### src/rtl/core/mcr_pkg.sv
package mcr_pkg;

    localparam int SCREEN_WIDTH  = 240;
    localparam int SCREEN_HEIGHT = 320;

    localparam int COORD_W  = 11;
    localparam int OFFSET_W = 10;
    localparam int RADIUS_W = 9;
    localparam int DEC_W    = 12;
    localparam int POS_W    = 12;
    localparam int PIX_X_W  = 8;
    localparam int PIX_Y_W  = 9;

    localparam int QUEUE_DEPTH = 2;

    typedef enum logic
    {
        ACT_START   = 1'b0,
        ACT_ADVANCE = 1'b1
    } action_t;

    // one position of the circle, ready to be drawn as eight points
    typedef struct packed
    {
        logic signed [COORD_W-1:0] cx;
        logic signed [COORD_W-1:0] cy;
        logic [OFFSET_W-1:0]       a;
        logic [OFFSET_W-1:0]       b;
        logic                      done;
    } job_t;

endpackage

### src/rtl/core/mcr_front.sv
module mcr_front
    import mcr_pkg::*;
(
    input  logic                      clk,
    input  logic                      rst_n,
    input  logic [RADIUS_W-1:0]       radius,
    input  logic                      in_valid,
    output logic                      in_ready,
    input  action_t                   action,
    input  logic signed [COORD_W-1:0] center_x,
    input  logic signed [COORD_W-1:0] center_y,
    output logic                      push,
    output job_t                      push_job,
    input  logic                      queue_full
);

    logic signed [COORD_W-1:0]  centre_col_reg, centre_col_next;
    logic signed [COORD_W-1:0]  centre_row_reg, centre_row_next;
    logic [OFFSET_W-1:0]        offset_a_reg, offset_a_next;
    logic [OFFSET_W-1:0]        offset_b_reg, offset_b_next;
    logic signed [DEC_W-1:0]    decision_reg, decision_next;
    logic                       active_reg, active_next;

    logic                       accept;
    logic                       can_step;
    logic signed [DEC_W+1:0]    dec_ext;
    logic signed [DEC_W+1:0]    two_a;
    logic signed [DEC_W+1:0]    two_b;
    logic signed [DEC_W+1:0]    sum_neg;
    logic signed [DEC_W+1:0]    sum_pos;

    assign in_ready = !queue_full;
    assign accept   = in_valid && in_ready;
    assign can_step = active_reg && (offset_a_reg < offset_b_reg);

    assign dec_ext = $signed({{2{decision_reg[DEC_W-1]}}, decision_reg});
    assign two_a   = $signed({3'b000, offset_a_reg, 1'b0});
    assign two_b   = $signed({3'b000, offset_b_reg, 1'b0});
    assign sum_neg = dec_ext + two_a + 14'sd3;
    assign sum_pos = dec_ext + two_a - two_b + 14'sd5;

    always_comb
    begin
        centre_col_next = centre_col_reg;
        centre_row_next = centre_row_reg;
        offset_a_next   = offset_a_reg;
        offset_b_next   = offset_b_reg;
        decision_next   = decision_reg;
        active_next     = active_reg;
        push            = 1'b0;
        if (accept)
        begin
            unique case (action)
                ACT_START:
                begin
                    centre_col_next = center_x;
                    centre_row_next = center_y;
                    offset_a_next   = '0;
                    offset_b_next   = {1'b0, radius};
                    decision_next   = $signed(12'd1 - {3'b000, radius});
                    push            = 1'b1;
                end
                ACT_ADVANCE:
                begin
                    if (can_step)
                    begin
                        // update works on the offsets before they move
                        if (decision_reg[DEC_W-1])
                        begin
                            decision_next = sum_neg[DEC_W-1:0];
                        end
                        else
                        begin
                            decision_next = sum_pos[DEC_W-1:0];
                            offset_b_next = offset_b_reg - 10'd1;
                        end
                        offset_a_next = offset_a_reg + 10'd1;
                        push          = 1'b1;
                    end
                end
                default:
                begin
                    push = 1'b0;
                end
            endcase
            if (push)
            begin
                active_next = offset_a_next < offset_b_next;
            end
        end
    end

    assign push_job.cx   = centre_col_next;
    assign push_job.cy   = centre_row_next;
    assign push_job.a    = offset_a_next;
    assign push_job.b    = offset_b_next;
    assign push_job.done = !(offset_a_next < offset_b_next);

    always_ff @(posedge clk or negedge rst_n)
    begin
        if (!rst_n)
        begin
            centre_col_reg <= '0;
            centre_row_reg <= '0;
            offset_a_reg   <= '0;
            offset_b_reg   <= '0;
            decision_reg   <= '0;
            active_reg     <= 1'b0;
        end
        else
        begin
            centre_col_reg <= centre_col_next;
            centre_row_reg <= centre_row_next;
            offset_a_reg   <= offset_a_next;
            offset_b_reg   <= offset_b_next;
            decision_reg   <= decision_next;
            active_reg     <= active_next;
        end
    end

    // a circle in progress always has room for another iteration
    assert property (@(posedge clk) disable iff (!rst_n)
        active_reg |-> (offset_a_reg < offset_b_reg))
        else $error("circle active with x offset not below y offset");

endmodule

### src/rtl/core/mcr_queue.sv
module mcr_queue
    import mcr_pkg::*;
(
    input  logic clk,
    input  logic rst_n,
    input  logic push,
    input  job_t push_job,
    output logic full,
    input  logic pop,
    output logic empty,
    output job_t pop_job
);

    localparam int PTR_W = $clog2(QUEUE_DEPTH);
    localparam int CNT_W = $clog2(QUEUE_DEPTH + 1);

    job_t             entry_reg [QUEUE_DEPTH];
    logic [PTR_W-1:0] wr_ptr_reg, wr_ptr_next;
    logic [PTR_W-1:0] rd_ptr_reg, rd_ptr_next;
    logic [CNT_W-1:0] count_reg, count_next;

    assign full    = (count_reg == CNT_W'(QUEUE_DEPTH));
    assign empty   = (count_reg == '0);
    assign pop_job = entry_reg[rd_ptr_reg];

    always_comb
    begin
        wr_ptr_next = wr_ptr_reg;
        rd_ptr_next = rd_ptr_reg;
        count_next  = count_reg;
        if (push)
        begin
            wr_ptr_next = (wr_ptr_reg == PTR_W'(QUEUE_DEPTH - 1)) ? '0 : wr_ptr_reg + 1'b1;
        end
        if (pop)
        begin
            rd_ptr_next = (rd_ptr_reg == PTR_W'(QUEUE_DEPTH - 1)) ? '0 : rd_ptr_reg + 1'b1;
        end
        if (push && !pop)
        begin
            count_next = count_reg + 1'b1;
        end
        else if (pop && !push)
        begin
            count_next = count_reg - 1'b1;
        end
    end

    always_ff @(posedge clk)
    begin
        if (push)
        begin
            entry_reg[wr_ptr_reg] <= push_job;
        end
    end

    always_ff @(posedge clk or negedge rst_n)
    begin
        if (!rst_n)
        begin
            wr_ptr_reg <= '0;
            rd_ptr_reg <= '0;
            count_reg  <= '0;
        end
        else
        begin
            wr_ptr_reg <= wr_ptr_next;
            rd_ptr_reg <= rd_ptr_next;
            count_reg  <= count_next;
        end
    end

    assert property (@(posedge clk) disable iff (!rst_n)
        push |-> !full)
        else $error("job written into a full queue");

    assert property (@(posedge clk) disable iff (!rst_n)
        pop |-> !empty)
        else $error("job taken from an empty queue");

endmodule

### src/rtl/core/mcr_back.sv
module mcr_back
    import mcr_pkg::*;
(
    input  logic               clk,
    input  logic               rst_n,
    input  logic               queue_empty,
    input  job_t               queue_job,
    output logic               pop,
    output logic               out_valid,
    input  logic               out_ready,
    output logic [PIX_X_W-1:0] pixel_x,
    output logic [PIX_Y_W-1:0] pixel_y,
    output logic               pixel_valid,
    output logic               last_of_step,
    output logic               circle_done
);

    job_t               job_reg;
    logic               busy_reg, busy_next;
    logic [2:0]         point_reg, point_next;
    logic               out_valid_reg, out_valid_next;
    logic [PIX_X_W-1:0] pixel_x_reg;
    logic [PIX_Y_W-1:0] pixel_y_reg;
    logic               pixel_valid_reg;
    logic               last_reg;
    logic               done_reg;

    logic                    advance;
    logic [OFFSET_W-1:0]     off_x;
    logic [OFFSET_W-1:0]     off_y;
    logic signed [POS_W-1:0] cx_ext;
    logic signed [POS_W-1:0] cy_ext;
    logic signed [POS_W-1:0] ox_ext;
    logic signed [POS_W-1:0] oy_ext;
    logic signed [POS_W-1:0] pos_x;
    logic signed [POS_W-1:0] pos_y;
    logic                    on_screen;

    assign advance = busy_reg && (!out_valid_reg || out_ready);
    assign pop     = !queue_empty && (!busy_reg || (advance && point_reg == 3'd7));

    // point order: bit 2 swaps the offsets, bit 1 mirrors x, bit 0 mirrors y
    assign off_x  = point_reg[2] ? job_reg.b : job_reg.a;
    assign off_y  = point_reg[2] ? job_reg.a : job_reg.b;
    assign cx_ext = POS_W'(job_reg.cx);
    assign cy_ext = POS_W'(job_reg.cy);
    assign ox_ext = $signed({2'b00, off_x});
    assign oy_ext = $signed({2'b00, off_y});
    assign pos_x  = point_reg[1] ? cx_ext - ox_ext : cx_ext + ox_ext;
    assign pos_y  = point_reg[0] ? cy_ext - oy_ext : cy_ext + oy_ext;

    assign on_screen = !pos_x[POS_W-1] && (pos_x < POS_W'(SCREEN_WIDTH))
                    && !pos_y[POS_W-1] && (pos_y < POS_W'(SCREEN_HEIGHT));

    always_comb
    begin
        busy_next      = busy_reg;
        point_next     = point_reg;
        out_valid_next = out_valid_reg;
        if (out_valid_reg && out_ready)
        begin
            out_valid_next = 1'b0;
        end
        if (advance)
        begin
            out_valid_next = 1'b1;
            point_next     = point_reg + 3'd1;
            if (point_reg == 3'd7)
            begin
                busy_next = !queue_empty;
            end
        end
        else if (!busy_reg && !queue_empty)
        begin
            busy_next  = 1'b1;
            point_next = '0;
        end
    end

    always_ff @(posedge clk)
    begin
        if (pop)
        begin
            job_reg <= queue_job;
        end
        if (advance)
        begin
            pixel_x_reg     <= on_screen ? pos_x[PIX_X_W-1:0] : '0;
            pixel_y_reg     <= on_screen ? pos_y[PIX_Y_W-1:0] : '0;
            pixel_valid_reg <= on_screen;
            last_reg        <= (point_reg == 3'd7);
            done_reg        <= job_reg.done;
        end
    end

    always_ff @(posedge clk or negedge rst_n)
    begin
        if (!rst_n)
        begin
            busy_reg      <= 1'b0;
            point_reg     <= '0;
            out_valid_reg <= 1'b0;
        end
        else
        begin
            busy_reg      <= busy_next;
            point_reg     <= point_next;
            out_valid_reg <= out_valid_next;
        end
    end

    assign out_valid    = out_valid_reg;
    assign pixel_x      = pixel_x_reg;
    assign pixel_y      = pixel_y_reg;
    assign pixel_valid  = pixel_valid_reg;
    assign last_of_step = last_reg;
    assign circle_done  = done_reg;

    assert property (@(posedge clk) disable iff (!rst_n)
        !busy_reg |-> (point_reg == 3'd0))
        else $error("point counter moved with no job loaded");

endmodule

### src/rtl/core/midpoint_circle_rasterizer_core.sv
// Midpoint circle rasterizer for a 240x320 screen. Write the radius on cfg_wr_en/cfg_wr_data
// while idle, then send a start transaction (tuser 0) carrying the centre, followed by advance
// transactions (tuser 1). Every start and every advance that still has an iteration left gives
// eight pixel transactions in octant order, the eighth marked by tlast; off-screen points come
// out with pixel_valid low and zero coordinates, and circle_done flags the final position. An
// advance with no circle in progress is accepted and gives nothing. The output register sets the
// sustained rate, sending one pixel per cycle while m_tready is high; the front end updates the
// circle state as each input is accepted and can run up to two positions ahead through a
// two-entry job queue, so input and output stall independently.
module midpoint_circle_rasterizer_core
    import mcr_pkg::*;
(
    input  logic                clk,
    input  logic                rst_n,
    input  logic                cfg_wr_en,
    input  logic [RADIUS_W-1:0] cfg_wr_data,   // radius
    input  logic                s_tvalid,
    output logic                s_tready,
    input  logic [23:0]         s_tdata,       // center_x, center_y, zero pad
    input  logic [0:0]          s_tuser,       // action
    output logic                m_tvalid,
    input  logic                m_tready,
    output logic [23:0]         m_tdata,       // pixel_x, pixel_y, zero pad
    output logic [1:0]          m_tuser,       // pixel_valid, circle_done
    output logic                m_tlast        // last_of_step
);

    logic [RADIUS_W-1:0] radius_reg;
    logic                push;
    logic                pop;
    logic                queue_full;
    logic                queue_empty;
    job_t                push_job;
    job_t                pop_job;
    action_t             action;
    logic [PIX_X_W-1:0]  pixel_x;
    logic [PIX_Y_W-1:0]  pixel_y;
    logic                pixel_valid;
    logic                circle_done;

    always_ff @(posedge clk or negedge rst_n)
    begin
        if (!rst_n)
        begin
            radius_reg <= '0;
        end
        else if (cfg_wr_en)
        begin
            radius_reg <= cfg_wr_data;
        end
    end

    assign action = action_t'(s_tuser[0]);

    mcr_front u_front
    (
        .clk        (clk),
        .rst_n      (rst_n),
        .radius     (radius_reg),
        .in_valid   (s_tvalid),
        .in_ready   (s_tready),
        .action     (action),
        .center_x   ($signed(s_tdata[10:0])),
        .center_y   ($signed(s_tdata[21:11])),
        .push       (push),
        .push_job   (push_job),
        .queue_full (queue_full)
    );

    mcr_queue u_queue
    (
        .clk      (clk),
        .rst_n    (rst_n),
        .push     (push),
        .push_job (push_job),
        .full     (queue_full),
        .pop      (pop),
        .empty    (queue_empty),
        .pop_job  (pop_job)
    );

    mcr_back u_back
    (
        .clk          (clk),
        .rst_n        (rst_n),
        .queue_empty  (queue_empty),
        .queue_job    (pop_job),
        .pop          (pop),
        .out_valid    (m_tvalid),
        .out_ready    (m_tready),
        .pixel_x      (pixel_x),
        .pixel_y      (pixel_y),
        .pixel_valid  (pixel_valid),
        .last_of_step (m_tlast),
        .circle_done  (circle_done)
    );

    assign m_tdata = {7'd0, pixel_y, pixel_x};
    assign m_tuser = {circle_done, pixel_valid};

endmodule
### config.mk
export PLATFORM = sky130hd
export DESIGN_NAME = midpoint_circle_rasterizer_core
export DESIGN_NICKNAME = d
export VERILOG_FILES = /design/src/rtl/core/mcr_pkg.sv /design/src/rtl/core/mcr_front.sv /design/src/rtl/core/mcr_queue.sv /design/src/rtl/core/mcr_back.sv /design/src/rtl/core/midpoint_circle_rasterizer_core.sv
export SDC_FILE = /design/constraint.sdc
export NUM_CORES = 1
export LEC_CHECK = 0
export ABC_AREA = 1
export BUFFER_PORTS_ARGS = -buffer_cell sky130_fd_sc_hd__clkbuf_2
export CORE_MARGIN = 4
export CORE_UTILIZATION = 35
export DETAILED_ROUTE_END_ITERATION = 16
export SLEW_MARGIN = 30
export SYNTH_ARGS = -nofsm -noshare
export SYNTH_HDL_FRONTEND = slang
export SYNTH_SLANG_ARGS = --single-unit
### constraint.sdc
create_clock -name clk -period 9.3 [get_ports clk]
set_input_delay 0.465 -clock clk [delete_from_list [all_inputs] [get_ports clk]]
set_output_delay 0.465 -clock clk [all_outputs]
set_load 0.01 [all_outputs]
Yosys cells after proc, flatten, opt, wreduce, memory -nomap -nowiden
Memory sizes are Yosys's and may differ from the RTL's. A register that Yosys moved wholly into a read port is not among the register bits.
Cells that the tools add are included.
{ "word_totals": {"reg_bits": 93, "ramBits": 86, "inputBits": 39, "output_inout_bits": 29, "elab_cells": 112, "mem_count": 1} }
{ "op_classes": {"add_sub_neg": 16, "magnitude_cmp": 5, "eq_ne": 4, "muxes": 37, "n_bitwise": 1, "n_reduce_logical": 30} }
{ "mem_list": {"columns": ["name", "depth", "width", "rd", "rd_clocked_by_memory_dff", "write_ports", "line_no", "rtl"], "rows": [
  ["u_queue.entry_reg", 2, 43, 1, 1, 1, "mcr_queue.sv:17", "job_t entry_reg [QUEUE_DEPTH];"]
]} }
{ "ops": {"columns": ["op", "count"], "rows": [
  ["$mux 10", 9],
  ["$mux 12", 4],
  ["$mux 11", 4],
  ["$pmux 10 s2", 2],
  ["$lt 10x10->1", 3],
  ["$add 11x11->12", 2],
  ["$pmux 12 s2", 1],
  ["$sub 11x11->12", 2],
  ["$add 12x12->12", 1],
  ["$add 12x3->12 const B", 1],
  ["$add 12x4->12 const B", 1],
  ["$logic_and 1x1->1", 12],
  ["$lt 12x10->1 const B", 1],
  ["$lt 12x9->1 const B", 1],
  ["$mux 1", 12],
  ["$sub 12x12->12", 1],
  ["$add 10x1->10 const B", 1],
  ["$sub 1x9->10 const A", 1],
  ["$sub 10x1->10 const B", 1],
  ["$logic_not 1->1", 9],
  ["$mux 3", 2],
  ["$reduce_and 2->1", 3],
  ["$reduce_bool 2->1", 3],
  ["$mux 2", 2],
  ["other kinds (12)", 14]
]} }

Logic depth before layout (Yosys ltp)
Gate-level depths: netlist of run 1.
{ "depth": {"depth_word": 10, "mapped_depth": 24} }

By module
A second synthesis of run 1 with hierarchy kept.
{ "unflattened": {"cells_unflattened": 1410, "area_unflattened_um2": 13279.0} }
{ "modules_own_cells": {"columns": ["module", "n_inst", "cells_each", "area_per_inst_um2"], "rows": [
  ["mcr_front", 1, 699, 5068.6],
  ["mcr_back", 1, 504, 4286.6],
  ["mcr_queue", 1, 159, 3510.9],
  ["midpoint_circle_rasterizer_core", 1, 48, 412.9]
]} }

Worst setup path before layout of run 1
OpenSTA, ideal clock, no wires.
{ "synth_path": {"path_type": "flip-flop to flip-flop", "start": "register u_front.offset_b_reg[7]", "end": "memory u_queue.entry_reg[1][0] in the netlist's numbering (enable)", "setup_time_ns": 0.445, "arrival_time_ns": 3.611, "path_slack_ns": 5.244, "path_stages_with_launch": 11, "period_less_slack_ns": 4.056, "cell_sequence": "dfrtp_1 inv_1 ha_1 a21oi_1 nor2_1 nor2_1 nand3_2 inv_1 o21ai_1 clkbuf_1 nor2_1"} }
{ "synth_between": {"elab_chain_cells": 8} }
{ "synth_lines": {"columns": ["element", "line_no", "rtl"], "rows": [
  ["from (decl)", "mcr_front.sv:20", "logic [OFFSET_W-1:0] offset_b_reg, offset_b_next;"],
  ["from (signal assigned)", "mcr_front.sv:115", "offset_b_reg <= offset_b_next;"],
  ["$lt 10x10->1", "mcr_front.sv:34", "assign can_step = active_reg && (offset_a_reg < offset_b_reg);"],
  ["$logic_and 1x1->1", "mcr_front.sv:34", null],
  ["$mux 1", "mcr_front.sv:65", "if (can_step)"],
  ["$pmux 1 s2", "mcr_front.sv:53", "unique case (action)"],
  ["$mux 1 (2 in series)", "mcr_front.sv:51", "if (accept)"],
  ["$mux 1", "mcr_queue.sv:51", "if (push)"],
  ["$mux 1 (implied by the code)", "mcr_queue.sv:53", "entry_reg[wr_ptr_reg] <= push_job;"],
  ["to (decl)", "mcr_queue.sv:17", null]
]} }
Every way passes these cells. The select of a mux whose other input is x is not followed.

Worst setup path after layout of run 1
{ "layout_path": {"start": "register u_back.point_reg[2]", "end": "register u_back.pixel_x_reg[0], in the netlist u_back.pixel_x[0], data pin"} }
{ "layout_between": {"elab_chain_cells": 7, "elab_cells_between_ends": 15} }
{ "layout_lines": {"columns": ["element", "line_no", "rtl"], "rows": [
  ["from (decl)", "mcr_back.sv:20", "logic [2:0] point_reg, point_next;"],
  ["from (signal assigned)", "mcr_back.sv:107", "point_reg <= point_next;"],
  ["$mux 10", "mcr_back.sv:43", "assign off_x = point_reg[2] ? job_reg.b : job_reg.a;"],
  ["$add 11x11->12 or $sub 11x11->12 (tied branches)", "mcr_back.sv:49", "assign pos_x = point_reg[1] ? cx_ext - ox_ext : cx_ext + ox_ext;"],
  ["$mux 12", "mcr_back.sv:49", null],
  ["$lt 12x9->1 or $logic_not 1->1 (tied branches)", "mcr_back.sv:52", "assign on_screen = !pos_x[POS_W-1] && (pos_x < POS_W'(SCREEN_WIDTH))"],
  ["$logic_and 1x1->1", "mcr_back.sv:52", null],
  ["$logic_and 1x1->1 (2 in series)", "mcr_back.sv:53", "&& !pos_y[POS_W-1] && (pos_y < POS_W'(SCREEN_HEIGHT));"],
  ["to (signal assigned)", "mcr_back.sv:88", "pixel_x_reg <= on_screen ? pos_x[PIX_X_W-1:0] : '0;"],
  ["to (decl)", "mcr_back.sv:22", "logic [PIX_X_W-1:0] pixel_x_reg;"]
]} }
Parallel ways exist; a longest one is shown, timed or not.
A chain may end at the register's enable or synchronous reset.

==> results of run 1 <==
-- per-layer routing --
layer | wire [µm] | vias up | track usage
li1 | - | 4914 | -
met4 | 990 | 0 | 0.04965
met3 | 1087 | 58 | 0.02360
met2 | 13720 | 171 | 0.2526
met1 | 12680 | 4506 | 0.1830
met5 | 0 | - | 0
-- cells by family (layout without fill, tap and decap cells) --
family,after synthesis,after routing
adder cells (fa/ha/maj),92,92
other,1,7
AND/OR/NAND/NOR,646,646
buffers and inverters,207,282
multiplexers,23,23
flip-flops,222,222
AO/OA/AOI/OAI,209,209
XOR/XNOR,42,42
-- area by class of cell --
cell class / count / share of cell area
inverter: 166 / 0.04321
timing repair buffer: 68 / 0.02568
clock inverter: 18 / 0.01180
clock buffer: 30 / 0.04755
multi-input combinational: 1019 / 0.3948
sequential: 222 / 0.4370
tap: 461 / 0.04000
-- report_power, final --
| part | switching [mW] | leakage [nW] | internal [mW] |
|---|---|---|---|
| clock | 0.418 | 0.413 | 0.589 |
| combinational | 1.92 | 3.90 | 1.05 |
| sequential | 0.180 | 2.27 | 1.47 |
| total | 2.52 | 6.58 | 3.11 |
-- critical path, stage by stage, from the launching register on --
cell and delay [ns]:
dfrtp_1 0.81, inv_2 0.30, or2_1 0.29, o21a_1 0.18
inv_1 0.09, ha_1 0.16, nand2_1 0.06, nor2_1 0.13
nand3_1 0.11, o21ai_0 0.22, xnor2_1 0.10, ha_1 0.37
inv_1 0.10, o21ai_0 0.25, a21oi_1 0.08, nand3_1 0.13
xor2_1 0.16, nand3_1 0.10, nor2_2 0.15, nand4_4 0.29
nor2_1 0.19
-- synth_stat cells, drive strengths merged, types with 5 or more instances --
cell type,number,area share
nand2,416,0.12
inv,164,0.048
edfxtp,149,0.35
o21ai,112,0.046
nor2,106,0.033
ha,88,0.086
nand3,74,0.029
dfrtp,73,0.14
a21oi,60,0.023
xor2,30,0.021
mux2,23,0.020
buf,21,0.011
clkbuf,20,0.0059
nand4,17,0.0095
nor3,13,0.0051
xnor2,12,0.0082
a31oi,10,0.0049
or2,10,0.0049
o21bai,7,0.0041
nand3b,6,0.0035
o211ai,5,0.0029
-- through the flow --
stage                     area (µm²)  cells  power, mW  worst slack [ns]  hold slack (ns)
after floorplan                12800   1448      3.936             5.244           0.1694
after global placement         13550   1935      4.591             4.965           0.3936
after detailed placement       13550   1935      4.652             4.888           0.4000
after CTS                      14420   1984      5.681             4.871           0.1006
after global routing           14420   1984      6.211             4.347           0.1310
final                          14420   1984      5.625             4.861           0.1234
-- timing repair --
item                      4_1_cts  5_1_grt
hold endpoints to repair       22        0
setup buffers                   0        0
hold buffers                    1        0
-- worst max-delay path by stage --
stage	start	end	slack (ns)	cells after the start
detailed placement	u_back.point_reg[2]	u_back.pixel_x[0]	4.89	20
finish	u_back.point_reg[2]	u_back.pixel_x[0]	4.86	20
global route	u_back.point_reg[2]	u_back.pixel_x[0]	4.35	23
CTS	u_back.point_reg[2]	u_back.pixel_x[0]	4.87	20
global placement	u_back.point_reg[2]	u_back.pixel_y[5]	4.96	20
floorplan	u_front.offset_b_reg[7]	u_queue.entry_reg[1][0]	5.24	10
==> impl_metrics.toml, run 1 <==
[die]
die_y_um = 199.1
rows = 69
io_pins = 68
core_area_um2 = 35830
die_area_um2 = 39640
die_w_um = 199.1
start_util = 0.3568

[detailed_routing]
ant_nets = 0
finalWirelength_mm = 28.48
drc = 0
vias = 9649
wire_per_inst_um = 14.36
dr.pass1.iters = 7
vias_per_cell = 4.863
drt_iter0_drc = 500

[clock_network]
clock-root-buffer = "clkbuf_16"
clockBufferDepth = 3
htreeDepth = 1
cts_inserted_buffers = 26
clock_sinks = 222
clk_latency_ns = 0.54
cts_tree = "built"
clk_pin_slew_ns = 0.06
cts_resized = 0

[power_and_ir_drop]
peakVddDrop_mv = 0.1818
power.density_nw_per_um2 = 390.1
p_leak_nw = 6.584

[logic_synthesis]
yosysWarnings = 0
synth-simple-area-share = 0.2099
muxShareOfSynthArea = 0.02026
ys_ff_latch = 222
synth_top_family_by_area = "simple AND/OR/NAND/NOR gates"
synth_xor_area_frac = 0.02878
syn_inst = 1442
synth_area_um2 = 12780
ys_types = 46
synth_compound_area_frac = 0.09025
synth_fa_ha_area_frac = 0.09240
synth-edff-count = 149
async_flop_share = 0.3288
yosysSeqAreaShare = 0.4930
ys.flop_type = "edfxtp_1"
synth.avg_cell_area_um2 = 8.864

[layout]
final_cell_mix = "415 x nand2_1, 160 x inv_1, 149 x edfxtp_1"
fin_nets = 1634
nFillCells = 3539
layout_commonest_cell = "nand2_1"
multi_input_area_um2 = 5693
drive_gt1_frac = 0.1116
seqCellArea_um2 = 6301
diodes = 0
largest_reg_flops = 86
area_growth_pct = 12.81
fin_util = 0.4025

[worst_setup_path]
critPathArrivalTime_ns = 4.82
critPathLaunchType = "flop"
setup.worst_path.end_class = "flop"
critical_path_class = "reg2reg"
r2r-end = "u_back.pixel_x[0]"
reg2reg_slack_ns = 4.86
r2r_cells = 20
worstPathMaxFanout = 26
regToRegStartpoint = "u_back.point_reg[2]"
crit_required_ns = 9.68

[sta]
min_period_ns = 4.439
setup_tns_ns = 0
max_slew_margin = 0.3793
rsz0062_at_grt = "no"
clock.fmax_ghz = 0.2253
min_period_over_period = 0.4773
worst_slew_pin_slew_ns = 0.9311
slew_violations = 0
finalHoldViolCount = 0
finClkSkew_ns = 0.01197
finalSetupViolations = 0

[worst_hold_path]
holdPathStages = 3
hold-path-endpoint = "radius_reg[4]"
hold_class = "in2reg"
hp-start = "cfg_wr_data[4]"

[placed_design]
place_congestion = 0.9169
dp_hpwl_mm = 21.02
io_buffers = 58

[job]
maxCapViolCount = 0

[global_routing]
grt_pass1_wl_mm = 46.55
grt_usage = 0.1448
antenna_found_initial = 0
grt.overflow.total = 0
grt_pass1_vias = 9541
grt_max_degree = 52

[status]
status = "completed"
(Power assumes the default switching activity.)
==> run 2: changes to the inputs <==
Clock period 9.3 ns to 4.3 ns, I/O delays scaled along.
==> impl_metrics.toml, run 2 (synthesis results as in run 1) <==
[die]
rows = 69
die_w_um = 199.1
die_y_um = 199.1
io_pins = 68
core_area_um2 = 35830
die_area_um2 = 39640
start_util = 0.3568

[global_routing]
grt.overflow.total = 0
grt_pass1_wl_mm = 47.13
grt_usage = 0.1471
grt_pass1_vias = 9413
antenna_found_initial = 0
grt_max_degree = 51

[clock_network]
cts_tree = "built"
cts_inserted_buffers = 26
clock-root-buffer = "clkbuf_16"
clk_pin_slew_ns = 0.06
clockBufferDepth = 3
clk_latency_ns = 0.55
htreeDepth = 1
clock_sinks = 222

[worst_setup_path]
critical_path_class = "reg2reg"
crit_required_ns = 4.59
worstPathMaxFanout = 10
critPathLaunchType = "flop"
critPathArrivalTime_ns = 4.14
reg2reg_slack_ns = 0.45
setup.worst_path.end_class = "flop"

[sta]
max_slew_margin = 0.5224
finalHoldViolCount = 0
worst_slew_pin_slew_ns = 0.7163
clock.fmax_ghz = 0.2599
rsz0062_at_grt = "no"
setup_tns_ns = 0
finalSetupViolations = 0
min_period_ns = 3.848
finClkSkew_ns = 0.01208
min_period_over_period = 0.8949
slew_violations = 0

[layout]
diodes = 0
fin_nets = 1678
largest_reg_flops = 86
fin_util = 0.4154
final_cell_mix = "415 x nand2_1, 160 x inv_1, 149 x edfxtp_1"
fin_cells = 2028
fin_area_um2 = 14880
area_growth_pct = 16.43
nFillCells = 3506
layout_commonest_cell = "nand2_1"
drive_gt1_frac = 0.1155

[detailed_routing]
wl_met3_mm = 1.063
dr.pass1.iters = 5
drt-met1-wl_mm = 12.88
vias_per_cell = 4.764
finalWirelength_mm = 28.84
drc = 0
ant_nets = 0
drt_iter0_drc = 499
route.met2.wl_mm = 14.18
top_layer_used = "met4"
vias = 9661
wire_per_inst_um = 14.22

[power_and_ir_drop]
peakVddDrop_mv = 0.4153
power.density_nw_per_um2 = 831.1
p_total_mw = 12.37
p_leak_nw = 6.794

[job]
maxCapViolCount = 0

[placed_design]
place_inst = 1947
place_area_um2 = 13660
place_congestion = 0.8491
dp_hpwl_mm = 21.06
io_buffers = 58

[status]
status = "completed"

[worst_hold_path]
hold_class = "in2reg"
run 2: cell types whose count changed in the layout (fill, tap and decap cells not counted), sizes merged:
cell	before	now
buf	10	23
bufinv	2	3
clkbuf	87	93
clkinv	12	6
clkinvlp	4	3
dlygate4sd3	1	32
run 2: cell type report:
| type | instances | area, µm² | area share |
|---|---|---|---|
| Multi-Input combinational cell | 1019 | 5693 | 0.3825 |
| Tap cell | 461 | 576.8 | 0.03876 |
| Clock buffer | 36 | 718.2 | 0.04826 |
| Timing Repair Buffer | 112 | 803.3 | 0.05398 |
| Inverter | 166 | 623.1 | 0.04187 |
| Sequential cell | 222 | 6302 | 0.4235 |
| Clock inverter | 12 | 165.2 | 0.01110 |
run 2: timing repair:
action / CTS / global route
setup endpoints to repair: 0 / 18
hold buffers: 32 / 0
resized for setup: 0 / 1
setup buffers: 0 / 1
hold endpoints to repair: 116 / 0
run 2: final timing paths:
kind	from	endpoint	depth (start not counted)
max in group asynchronous	rst_n	radius_reg[0]	3
setup reg to reg	u_front.offset_b_reg[7]	u_queue.entry_reg[0][0]	18
setup / recovery	u_front.offset_b_reg[7]	u_queue.entry_reg[0][0]	18
hold / removal	cfg_wr_en	radius_reg[6]	3
hold reg to reg	u_back.job_reg[0]	u_back.circle_done	0
min in group asynchronous	rst_n	u_front.centre_col_reg[1]	2
run 2: per-stage QoR:
stage	setup WS (ns)	hold slack, ns
2_1_floorplan	0.2444	-0.08059
3_3_place_gp	0.4052	0.2937
3_5_place_dp	0.3008	0.3204
4_1_cts	0.2640	0.03296
5_1_grt	0.1236	0.06586
6_report	0.4517	0.05790
run 2: routing by layer:
metal	vias up	GRT usage
met3	46	0.02259
met2	151	0.2586
met1	4451	0.1898
met5	-	0
li1	5013	-
met4	0	0.03926
run 2: worst max-delay path, stage by stage (launching register included):
cell,delay [ns]
dfrtp_1,0.41
inv_1,0.20
ha_1,0.29
a21oi_1,0.15
nor2_1,0.05
nor2_1,0.29
nand3_2,0.26
nor2_1,0.31
nand3_1,0.11
nand2_1,0.07
nand3_1,0.06
o21a_1,0.14
o21ai_0,0.21
ha_1,0.29
a21oi_1,0.17
nor2_1,0.05
a211oi_1,0.19
o221a_2,0.25
nand2_1,0.08
run 2: power by group:
part	internal, mW	total, mW	switching, mW
Clock	1.36	2.25	0.897
Sequential	3.17	3.51	0.342
Combinational	2.37	6.60	4.23
Total	6.90	12.4	5.47
